**src/hw/rtl/tglt_pkg.sv**
```systemverilog
package tglt_pkg;

  localparam int TRACK_WIDTH   = 10;
  localparam int LAP_WIDTH     = 32;
  localparam int COUNT_WIDTH   = 16;
  localparam int SPEED_WIDTH   = 28;
  localparam int PRODUCT_WIDTH = 20;

  localparam logic [TRACK_WIDTH-1:0]   TRACK_RESET = 10'd30;
  localparam logic [PRODUCT_WIDTH-1:0] SPEED_SCALE = 20'd1000;

  typedef enum logic {
    OP_TICK  = 1'b0,
    OP_CLEAR = 1'b1
  } race_op_t;

  typedef enum logic [2:0] {
    S_IDLE,
    S_EVAL,
    S_BEST,
    S_DIV,
    S_FIN,
    S_DONE
  } state_t;

  typedef struct packed {
    logic load;
    logic eval;
    logic best;
    logic div_step;
    logic div_fin;
    logic emit;
  } cmd_t;

  typedef struct packed {
    logic finish;
    logic lap_nonzero;
    logic div_last;
  } sts_t;

endpackage

```
**src/hw/rtl/tglt_ctrl.sv**
```systemverilog
module tglt_ctrl (
  input  logic          clk,
  input  logic          rst,
  input  logic          in_valid,
  output logic          in_stall,
  output logic          out_valid,
  input  logic          out_stall,
  output tglt_pkg::cmd_t cmd,
  input  tglt_pkg::sts_t sts
);
  import tglt_pkg::*;

  state_t state, state_next;
  logic   out_valid_next;

  always_ff @(posedge clk) begin
    if (rst) begin
      state     <= S_IDLE;
      out_valid <= 1'b0;
    end else begin
      state     <= state_next;
      out_valid <= out_valid_next;
    end
  end

  always_comb begin
    state_next = state;
    cmd        = '0;
    in_stall   = 1'b1;
    unique case (state)
      S_IDLE: begin
        in_stall = 1'b0;
        if (in_valid) begin
          cmd.load   = 1'b1;
          state_next = S_EVAL;
        end
      end
      S_EVAL: begin
        cmd.eval   = 1'b1;
        state_next = sts.finish ? S_BEST : S_DONE;
      end
      S_BEST: begin
        cmd.best   = 1'b1;
        state_next = sts.lap_nonzero ? S_DIV : S_DONE;
      end
      S_DIV: begin
        cmd.div_step = 1'b1;
        if (sts.div_last) begin
          state_next = S_FIN;
        end
      end
      S_FIN: begin
        cmd.div_fin = 1'b1;
        state_next  = S_DONE;
      end
      S_DONE: begin
        // wait for the output register to free up
        if (!out_valid || !out_stall) begin
          cmd.emit   = 1'b1;
          state_next = S_IDLE;
        end
      end
      default: state_next = S_IDLE;
    endcase
  end

  always_comb begin
    out_valid_next = out_valid;
    if (cmd.emit) begin
      out_valid_next = 1'b1;
    end else if (out_valid && !out_stall) begin
      out_valid_next = 1'b0;
    end
  end

`ifndef NO_ASSERTIONS
  a_one_item: assert property (@(posedge clk) disable iff (rst)
    in_valid && !in_stall |=> in_stall)
    else $error("second item accepted while one is in work");

  a_out_hold: assert property (@(posedge clk) disable iff (rst)
    out_valid && out_stall |=> out_valid)
    else $error("result dropped while stalled");

  a_emit_free: assert property (@(posedge clk) disable iff (rst)
    cmd.emit |-> !out_valid || !out_stall)
    else $error("output register overwritten while held");
`endif

endmodule

```
**src/hw/rtl/tglt_datapath.sv**
```systemverilog
module tglt_datapath #(
  parameter int TIME_WIDTH          = 32,
  parameter int SPEED_FRACTION_BITS = 8
) (
  input  logic                                  clk,
  input  logic                                  rst,
  input  tglt_pkg::cmd_t                        cmd,
  output tglt_pkg::sts_t                        sts,
  input  logic                                  op,
  input  logic                                  start_gate,
  input  logic                                  finish_gate,
  input  logic                                  cfg_valid,
  input  logic [tglt_pkg::TRACK_WIDTH-1:0]      cfg_data,
  output logic                                  lap_done,
  output logic [tglt_pkg::COUNT_WIDTH-1:0]      lap_count,
  output logic [tglt_pkg::LAP_WIDTH-1:0]        last_lap_ms,
  output logic [tglt_pkg::LAP_WIDTH-1:0]        best_lap_ms,
  output logic [tglt_pkg::SPEED_WIDTH-1:0]      speed_q8
);
  import tglt_pkg::*;

  localparam int NUM_W = PRODUCT_WIDTH + SPEED_FRACTION_BITS;
  localparam int CNT_W = $clog2(NUM_W + 1);

  logic [TIME_WIDTH-1:0]  now_ms;
  logic [TIME_WIDTH-1:0]  lap_start_ms;
  logic [LAP_WIDTH-1:0]   last_lap;
  logic [LAP_WIDTH-1:0]   best_lap;
  logic [COUNT_WIDTH-1:0] laps;
  logic [SPEED_WIDTH-1:0] speed_value;
  logic                   prev_start_level;
  logic                   prev_finish_level;
  logic [TRACK_WIDTH-1:0] track_length_cm;
  logic                   is_clear;
  logic                   is_start;
  logic                   is_finish;

  logic [LAP_WIDTH-1:0]   rem;
  logic [NUM_W-1:0]       quo;
  logic [LAP_WIDTH-1:0]   divisor;
  logic [CNT_W-1:0]       div_cnt;

  logic [TIME_WIDTH-1:0]    lap_diff;
  logic [LAP_WIDTH-1:0]     lap32;
  logic [PRODUCT_WIDTH-1:0] product;
  logic [NUM_W-1:0]         numerator;
  logic [LAP_WIDTH:0]       shifted;
  logic [LAP_WIDTH+1:0]     trial;
  logic                     borrow;
  logic [SPEED_WIDTH-1:0]   speed_sat;
  logic                     start_edge;

  assign lap_diff = now_ms - lap_start_ms;

  if (TIME_WIDTH > LAP_WIDTH) begin : g_lap_sat
    assign lap32 = (|lap_diff[TIME_WIDTH-1:LAP_WIDTH]) ? '1 : lap_diff[LAP_WIDTH-1:0];
  end else begin : g_lap_ext
    assign lap32 = LAP_WIDTH'(lap_diff);
  end

  if (NUM_W > SPEED_WIDTH) begin : g_speed_sat
    assign speed_sat = (|quo[NUM_W-1:SPEED_WIDTH]) ? '1 : quo[SPEED_WIDTH-1:0];
  end else begin : g_speed_ext
    assign speed_sat = SPEED_WIDTH'(quo);
  end

  assign product   = PRODUCT_WIDTH'(track_length_cm) * SPEED_SCALE;
  assign numerator = NUM_W'(product) << SPEED_FRACTION_BITS;

  // restoring division, one quotient bit a cycle
  assign shifted = {rem, quo[NUM_W-1]};
  assign trial   = {1'b0, shifted} - {2'b00, divisor};
  assign borrow  = trial[LAP_WIDTH+1];

  assign start_edge = !start_gate && prev_start_level;

  assign sts.finish      = is_finish;
  assign sts.lap_nonzero = (last_lap != '0);
  assign sts.div_last    = (div_cnt == CNT_W'(1));

  always_ff @(posedge clk) begin
    if (rst) begin
      track_length_cm <= TRACK_RESET;
    end else if (cfg_valid) begin
      track_length_cm <= cfg_data;
    end
  end

  always_ff @(posedge clk) begin
    if (rst) begin
      now_ms            <= '0;
      lap_start_ms      <= '0;
      last_lap          <= '0;
      best_lap          <= '0;
      laps              <= '0;
      speed_value       <= '0;
      prev_start_level  <= 1'b1;
      prev_finish_level <= 1'b1;
      is_clear          <= 1'b0;
      is_start          <= 1'b0;
      is_finish         <= 1'b0;
    end else begin
      if (cmd.load) begin
        is_clear <= (op == OP_CLEAR);
        if (op == OP_CLEAR) begin
          is_start  <= 1'b0;
          is_finish <= 1'b0;
        end else begin
          now_ms            <= now_ms + TIME_WIDTH'(1);
          is_start          <= start_edge;
          // start edge wins over a finish edge on the same tick
          is_finish         <= !finish_gate && prev_finish_level && !start_edge;
          prev_start_level  <= start_gate;
          prev_finish_level <= finish_gate;
        end
      end
      if (cmd.eval) begin
        if (is_clear) begin
          laps         <= '0;
          lap_start_ms <= '0;
          last_lap     <= '0;
          best_lap     <= '0;
          speed_value  <= '0;
        end else if (is_start) begin
          lap_start_ms <= now_ms;
        end else if (is_finish) begin
          if (laps != '1) begin
            laps <= laps + COUNT_WIDTH'(1);
          end
          last_lap <= lap32;
        end
      end
      if (cmd.best) begin
        if (last_lap == '0) begin
          speed_value <= '0;
        end else if (best_lap == '0 || last_lap < best_lap) begin
          best_lap <= last_lap;
        end
      end
      if (cmd.div_fin) begin
        speed_value <= speed_sat;
      end
    end
  end

  always_ff @(posedge clk) begin
    if (cmd.best) begin
      divisor <= last_lap;
      quo     <= numerator;
      rem     <= '0;
      div_cnt <= CNT_W'(NUM_W);
    end else if (cmd.div_step) begin
      rem     <= borrow ? shifted[LAP_WIDTH-1:0] : trial[LAP_WIDTH-1:0];
      quo     <= {quo[NUM_W-2:0], !borrow};
      div_cnt <= div_cnt - CNT_W'(1);
    end
  end

  always_ff @(posedge clk) begin
    if (cmd.emit) begin
      lap_done    <= is_finish;
      lap_count   <= laps;
      last_lap_ms <= last_lap;
      best_lap_ms <= best_lap;
      speed_q8    <= speed_value;
    end
  end

`ifndef NO_ASSERTIONS
  a_best_min: assert property (@(posedge clk) disable iff (rst)
    cmd.best && last_lap != '0 |=> best_lap != '0 && best_lap <= last_lap)
    else $error("best lap above last nonzero lap");

  a_div_cnt: assert property (@(posedge clk) disable iff (rst)
    cmd.div_step |-> div_cnt != '0)
    else $error("divider stepped past its last bit");

  a_div_nonzero: assert property (@(posedge clk) disable iff (rst)
    cmd.div_step |-> divisor != '0)
    else $error("divider running on a zero lap time");
`endif

endmodule

```
**src/hw/rtl/two_gate_lap_timer_core.sv**
```systemverilog
// Two-gate lap timer core.
// Input channel (in_valid / in_stall): one item per transfer; op = 0 is a
// one-millisecond tick carrying the active-low start_gate and finish_gate
// levels, op = 1 clears the race values. Every item yields exactly one
// result on the output channel (out_valid / out_stall) with lap_done,
// lap_count, last_lap_ms, best_lap_ms and speed_q8.
// Configuration (cfg_valid / cfg_ready / cfg_data): track length in cm,
// always ready; write it only while no item is in work.
// From an input transfer to out_valid the controller steps through
// S_EVAL and S_DONE for a clear or plain tick, S_EVAL, S_BEST and S_DONE
// for a finish with zero lap time, and S_EVAL, S_BEST, S_DIV, S_FIN and
// S_DONE for a finished lap, where the bit-serial speed divider produces
// one quotient bit per cycle. One item is in work at a time; the next is
// taken in the cycle in which out_valid goes high.
// The output register holds a result while out_stall is high; a finished
// item waits in the controller until that register frees up.
// Reset (rst, synchronous) clears time, laps and race values, sets both
// gate levels idle high and the track length to 30 cm.
module two_gate_lap_timer_core #(
  parameter int TIME_WIDTH          = 32,
  parameter int SPEED_FRACTION_BITS = 8
) (
  input  logic                               clk,
  input  logic                               rst,
  input  logic                               in_valid,
  output logic                               in_stall,
  input  logic                               op,
  input  logic                               start_gate,
  input  logic                               finish_gate,
  output logic                               out_valid,
  input  logic                               out_stall,
  output logic                               lap_done,
  output logic [tglt_pkg::COUNT_WIDTH-1:0]   lap_count,
  output logic [tglt_pkg::LAP_WIDTH-1:0]     last_lap_ms,
  output logic [tglt_pkg::LAP_WIDTH-1:0]     best_lap_ms,
  output logic [tglt_pkg::SPEED_WIDTH-1:0]   speed_q8,
  input  logic                               cfg_valid,
  output logic                               cfg_ready,
  input  logic [tglt_pkg::TRACK_WIDTH-1:0]   cfg_data
);
  import tglt_pkg::*;

  cmd_t cmd;
  sts_t sts;

  assign cfg_ready = 1'b1;

  tglt_ctrl u_ctrl (
    .clk       (clk),
    .rst       (rst),
    .in_valid  (in_valid),
    .in_stall  (in_stall),
    .out_valid (out_valid),
    .out_stall (out_stall),
    .cmd       (cmd),
    .sts       (sts)
  );

  tglt_datapath #(
    .TIME_WIDTH          (TIME_WIDTH),
    .SPEED_FRACTION_BITS (SPEED_FRACTION_BITS)
  ) u_datapath (
    .clk         (clk),
    .rst         (rst),
    .cmd         (cmd),
    .sts         (sts),
    .op          (op),
    .start_gate  (start_gate),
    .finish_gate (finish_gate),
    .cfg_valid   (cfg_valid && cfg_ready),
    .cfg_data    (cfg_data),
    .lap_done    (lap_done),
    .lap_count   (lap_count),
    .last_lap_ms (last_lap_ms),
    .best_lap_ms (best_lap_ms),
    .speed_q8    (speed_q8)
  );

endmodule
```
**config.mk**
```make
export PLATFORM = sky130hd
export DESIGN_NAME = two_gate_lap_timer_core
export DESIGN_NICKNAME = d
export VERILOG_FILES = /design/src/hw/rtl/tglt_pkg.sv /design/src/hw/rtl/tglt_ctrl.sv /design/src/hw/rtl/tglt_datapath.sv /design/src/hw/rtl/two_gate_lap_timer_core.sv
export SDC_FILE = /design/constraint.sdc
export NUM_CORES = 1
export LEC_CHECK = 0
export BUFFER_PORTS_ARGS = -buffer_cell sky130_fd_sc_hd__buf_2
export CAP_MARGIN = 5
export CORE_MARGIN = 2
export CORE_UTILIZATION = 50
export CTS_CLUSTER_DIAMETER = 50
export DETAILED_ROUTE_END_ITERATION = 16
export PLACE_DENSITY = 0.74
export SLEW_MARGIN = 40
export SYNTH_ARGS = -nofsm -noshare
export SYNTH_HDL_FRONTEND = slang
export SYNTH_SLANG_ARGS = --single-unit
```
**constraint.sdc**
```tcl
create_clock -name clk -period 9 [get_ports clk]
set_input_delay 0.45 -clock clk [delete_from_list [all_inputs] [get_ports clk]]
set_output_delay 0.45 -clock clk [all_outputs]
set_load 0.02 [all_outputs]
```
# --- Word-level counts from Yosys, hierarchy flattened ---
# Cells that the tools add are included.
totals:
  ff_bits: 397
  latchBits: 0
  ram_bits: 0
  rom_bits: 0
  inputBits: 18
  out_inout_bits: 112
  n_memories: 0
op_classes:
  addsub: 5
  n_mul: 1
  n_div: 0
  magnitude_cmp: 1
  n_eq_ne: 11
  n_shift: 0
  n_mux: 41
  bitwise: 1
  n_reduce_logical: 26
ops:
  columns: ["cell", "n"]
  rows:
  - ["32-bit two-way mux", 11]
  - ["28-bit two-way mux", 7]
  - ["32-bit logical NOT", 2]
  - ["16-bit two-way mux", 4]
  - ["33-bit by 32-bit subtractor with 34-bit output", 1]
  - ["32-bit by 1-bit adder with 32-bit output (second input constant)", 1]
  - ["32-bit less-than comparator", 1]
  - ["32-bit nonzero test", 1]
  - ["32-bit subtractor", 1]
  - ["3-bit case mux with 6 select lines", 1]
  - ["10-bit by 7-bit multiplier with 17-bit output (second input constant)", 1]
  - ["16-bit by 1-bit adder with 16-bit output (second input constant)", 1]
  - ["16-bit != test (second input constant)", 1]
  - ["3-bit two-way mux", 5]
  - ["1-bit two-way mux", 13]
  - ["2-bit nonzero test", 5]
  - ["3-bit by 2-bit equality test with 1-bit output (second input constant)", 2]
  - ["3-bit equality test (second input constant)", 2]
  - ["1-bit logical NOT", 6]
  - ["3-bit AND reduction", 2]
  - ["5-bit by 1-bit equality test with 1-bit output (second input constant)", 1]
  - ["5-bit by 1-bit subtractor with 5-bit output (second input constant)", 1]
  - ["1-bit logical AND", 4]
  - ["2-bit by 1-bit != test with 1-bit output (second input constant)", 2]
  - ["other kinds (7)", 10]

# --- Logic depth before layout (Yosys ltp) ---
depth:
  depth_word: 6
  ltp_mapped: 16

# --- Modules after synthesis ---
# Synthesis repeated with hierarchy kept, for this count alone.
hier_totals:
  cells_unflattened: 2015
  area_unflattened_um2: 20016.7
by_module_without_submodules:
  columns: ["module", "instances", "cells_each", "area_each_um2"]
  rows:
  - ["tglt_datapath", 1, 1973, 19691.4]
  - ["tglt_ctrl", 1, 40, 314.1]
  - ["two_gate_lap_timer_core", 1, 2, 11.3]

# --- Worst setup path before layout ---
# OpenSTA, ideal clock, no wires.
synth_timing:
  path_type: "reg2reg"
  start: "register u_ctrl.state[0]"
  end: "register u_datapath.best_lap_ms[0] (netlist bit), enable pin"
  setup_time_ns: 0.613
  arrival_ns: 6.120
  required_time_ns: 8.387
  slack_ns: 2.267
  stages_incl_launch_ff: 5
  path_buffers: 2
  period_less_slack_ns: 6.733
  cell_sequence: "dfxtp_1 > buf_6 > clkbuf_1 > nand3b_1 > a21oi_1"
synth_lines:
  columns: ["element", "line", "rtl"]
  rows:
  - ["from (decl)", "tglt_ctrl.sv:13", "state_t state, state_next;"]
  - ["from (signal assigned)", "tglt_ctrl.sv:21", "state <= state_next;"]
  - ["to (signal assigned)", "tglt_datapath.sv:164", "best_lap_ms <= best_lap;"]
  - ["to (decl)", "tglt_datapath.sv:17", "output logic [tglt_pkg::LAP_WIDTH-1:0] best_lap_ms,"]

# --- Worst setup path in the final report ---
layout_timing:
  start: "register u_datapath.track_length_cm[0]"
  end: "register u_datapath.quo[26], data pin"
layout_via:
  elab_chain_len: 2
layout_rtl:
  columns: ["element", "line", "rtl"]
  rows:
  - ["from (decl)", "tglt_datapath.sv:33", "logic [TRACK_WIDTH-1:0] track_length_cm;"]
  - ["from (signal assigned)", "tglt_datapath.sv:85", "track_length_cm <= cfg_data;"]
  - ["10-bit by 7-bit multiplier with 17-bit output", "tglt_datapath.sv:67", "assign product = PRODUCT_WIDTH'(track_length_cm) * SPEED_SCALE;"]
  - ["28-bit two-way mux", "tglt_datapath.sv:147", "if (cmd.best) begin"]
  - ["to (signal assigned)", "tglt_datapath.sv:149", "quo <= numerator;"]
  - ["to (signal assigned)", "tglt_datapath.sv:154", "quo <= {quo[NUM_W-2:0], !borrow};"]
  - ["to (decl)", "tglt_datapath.sv:39", "logic [NUM_W-1:0] quo;"]
# Every way passes these cells.
# A chain may end at the register's enable or synchronous reset.

==> results.yml <==
place:
  postPlaceCellArea_um2: 21000
  place_hpwl_um: 31500
  dp_slack_ps: 4290
  gp_congestion: 0.861
  portBuffers: 128
power_and_ir_drop:
  leakagePower_nw: 9.41
  power.density_nw_per_um2: 212
  power_mw: 4.80
  peakVddDrop_v: 0.000135
logic_synthesis:
  syn_nets: 2157
  synth_top_area_frac: 0.242
  syn_area_per_cell_um2: 10.1
  yosysTopAreaCell: "dfxtp_1"
  synth_ff_type: "dfxtp_1"
  synth_most_common_cell: "dfxtp_1"
  ys_types: 75
  syn_inst: 1967
  synth_area_um2: 19800
  synth_edf_count: 158
  yosysWarnings: 0
  synth_common_cells: "dfxtp_1 (239), nor2_1 (199), nand2_1 (191)"
  async_reset_ff_frac: 0
  ys_ff_latch: 397
  ys_seq_area_frac: 0.481
  ys_top_cells_by_area: "dfxtp_1 (24%), edfxtp_1 (24%), ha_1 (8.9%), nor2_1 (3.8%), mux2i_1 (3.7%)"
cts:
  htree_levels: 2
  clockBufferDepth: 3
  cts_tree: "built"
  hold_buffers: 0
  cts.clk_slew.worst_paths_ps: 60
  post_cts_buffers: 0
  root_buffer: "clkbuf_16"
  ctsResizeCount: 0
  clock_latency_ps: 570
  cts.sinks: 397
  cts_buffers: 45
setup_path:
  crit_arrival_ps: 5050
  critical_path.startpoint_type: "flip-flop"
  cp_cell_sequence: "fa_1, xor2_1, ha_1, inv_1, fa_1, fa_1, inv_1, ha_1, a21oi_1, o21bai_1, a21o_1, a21oi_1, o21ai_0, o41ai_1, nor4_1, a211o_1"
  cp_max_fo: 7
  critPathKind: "flip-flop to flip-flop"
  cpPeakStageDelay_ps: 510
  cpMostUsedCell: "fa_1"
  cp.required_ps: 9300
  cp-end-kind: "flip-flop"
  crit_slowest_cell: "fa_1"
  path_delay_family: "adder cells"
  critPathBufInv: 2
drt:
  viasPerCell: 5.54
  route.detailed.drc: 0
  wl_per_cell_um: 16.7
  firstDrtPassIters: 5
  vias: 14600
  antenna_left: 0
  drt_wl_total_um: 44100
  drt_iter0_drc: 949
floorplan:
  die_h_um: 203
  start_util: 0.510
  pin_count: 130
  rows: 72
  die_area_um2: 41200
  die_w_um: 203
  core_area_um2: 38800
global_routing:
  grt_pass1_wl_um: 72000
  grt_pass1_vias: 14000
  grt_util_all_layers: 0.215
  grt_max_degree: 74
  overflow: 0
  antenna_found_initial: 0
final_layout:
  final_area_um2: 22600
  drive_gt1_frac: 0.117
  syn_to_final_growth_pct: 14.1
  n_antenna_cell: 0
  finish.net_count: 2277
timing:
  timing.setup.tns_ps: 0
  slew_headroom: 0.457
  fin_crit_sh: 0.527
  final_max_slew_viol_count: 0
  fin_ws_ps: 4250
  min_period_ps: 4750
  fmax_mhz: 211
  setup_violations: 0
  rsz0062_at_grt: "false"
  clock_skew_ps: 22.5
  holdWs_ps: 116
  worstMarginPinSlew_ps: 804
  hold_viol: 0
hold_path:
  min_path_type: "input port to flip-flop"
status:
  outcome: "complete, no violations"
job:
  maxCapViolations: 0
[tightest hold or removal path: cells and delay by family]
kind	cells	cell delay, ps
compound gates	1	60
simple gates	1	40
buf+inv	1	70
[per-stage QoR]
stage | cells | utilization
2_1_floorplan | 1967 | -
3_3_place_gp | 2556 | 0.540
3_5_place_dp | 2557 | 0.541
4_1_cts | 2639 | 0.581
5_1_grt | 2640 | 0.582
6_report | 2640 | 0.582
[power breakdown]
group	internal, mW	switching, mW
Sequential	1.94	0.0472
Combinational	0.380	0.530
Clock	1.15	0.757
Total	3.46	1.33
[final timing paths]
check	slack, ps	to	from	cells after the start
max	4250	u_datapath.quo[26]$_DFFE_PP_	u_datapath.track_length_cm[0]$_SDFFE_PP0P_	16
min	120	u_datapath.track_length_cm[3]$_SDFFE_PP1P_	cfg_data[3]	3
max reg2reg	4250	u_datapath.quo[26]$_DFFE_PP_	u_datapath.track_length_cm[0]$_SDFFE_PP0P_	16
min reg2reg	430	u_datapath.speed_q8[6]$_DFFE_PP_	u_datapath.speed_value[6]$_SDFF_PP0_	0
[routing by layer]
metal	share of wire	vias up	GRT usage	wire, um
met2	0.45	338	0.339	19800
met4	0.032	0	0.0829	1400
met3	0.050	90	0.0332	2190
met5	0	-	0	0
li1	-	7206	-	-
met1	0.47	6988	0.299	20700
[registers in the layout, summed over array words and instances, names as in the netlist]
name	count
u_datapath.best_lap	32
u_datapath.best_lap_ms	32
u_datapath.divisor	32
u_datapath.lap_start_ms	32
u_datapath.last_lap	32
u_datapath.last_lap_ms	32
u_datapath.now_ms	32
u_datapath.rem	32
u_datapath.quo	28
u_datapath.speed_q8	28
u_datapath.speed_value	28
u_datapath.lap_count	16
u_datapath.laps	16
u_datapath.track_length_cm	10
u_datapath.div_cnt	5
u_ctrl.state	3
u_ctrl.out_valid	1
u_datapath.is_clear	1
u_datapath.is_finish	1
u_datapath.is_start	1
u_datapath.lap_done	1
u_datapath.prev_finish_level	1
u_datapath.prev_start_level	1
[cells by family (layout without fill, tap and decap cells)]
group                      count (synthesis)  after routing  synth area share
other                                      1              1          0.000189
DFF                                      397            397             0.481
buffers and inverters                    238            393            0.0465
AOI/OAI and AO/OA                        402            402             0.135
xor gates and xnor gates                 103            103            0.0456
adders and majority gates                172            172             0.120
muxes                                     74             74            0.0374
and+or+nand+nor                          580            580             0.133
[cell type report]
class | instances | area (um2)
clock buffer | 56 | 1220
clock inverter | 26 | 347
fill | 3171 | 16200
inverter | 165 | 619
multi-input combinational | 1332 | 9430
sequential | 397 | 9530
tap | 518 | 648
timing repair buffer | 146 | 790
[cell usage in the layout, fill, tap and decap left out, types with 13 or more instances in the layout]
cell	netlist	routed
dfxtp_1	239	238
nor2_1	199	198
nand2_1	191	190
inv_1	163	163
edfxtp_1	158	158
ha_1	141	141
buf_2	4	127
a21oi_1	86	83
o21ai_0	82	82
mux2i_1	74	74
xnor2_1	58	58
a22oi_1	47	47
clkbuf_16	0	46
xor2_1	45	45
a22o_1	44	44
nand3_1	43	43
fa_1	31	31
a21o_1	29	29
nand4_1	23	23
nor3_1	24	22
nor4_1	19	19
a211oi_1	17	17
buf_4	2	17
o21a_1	16	16
or3_1	13	13
No activity file was read; power rests on OpenSTA's default activity.
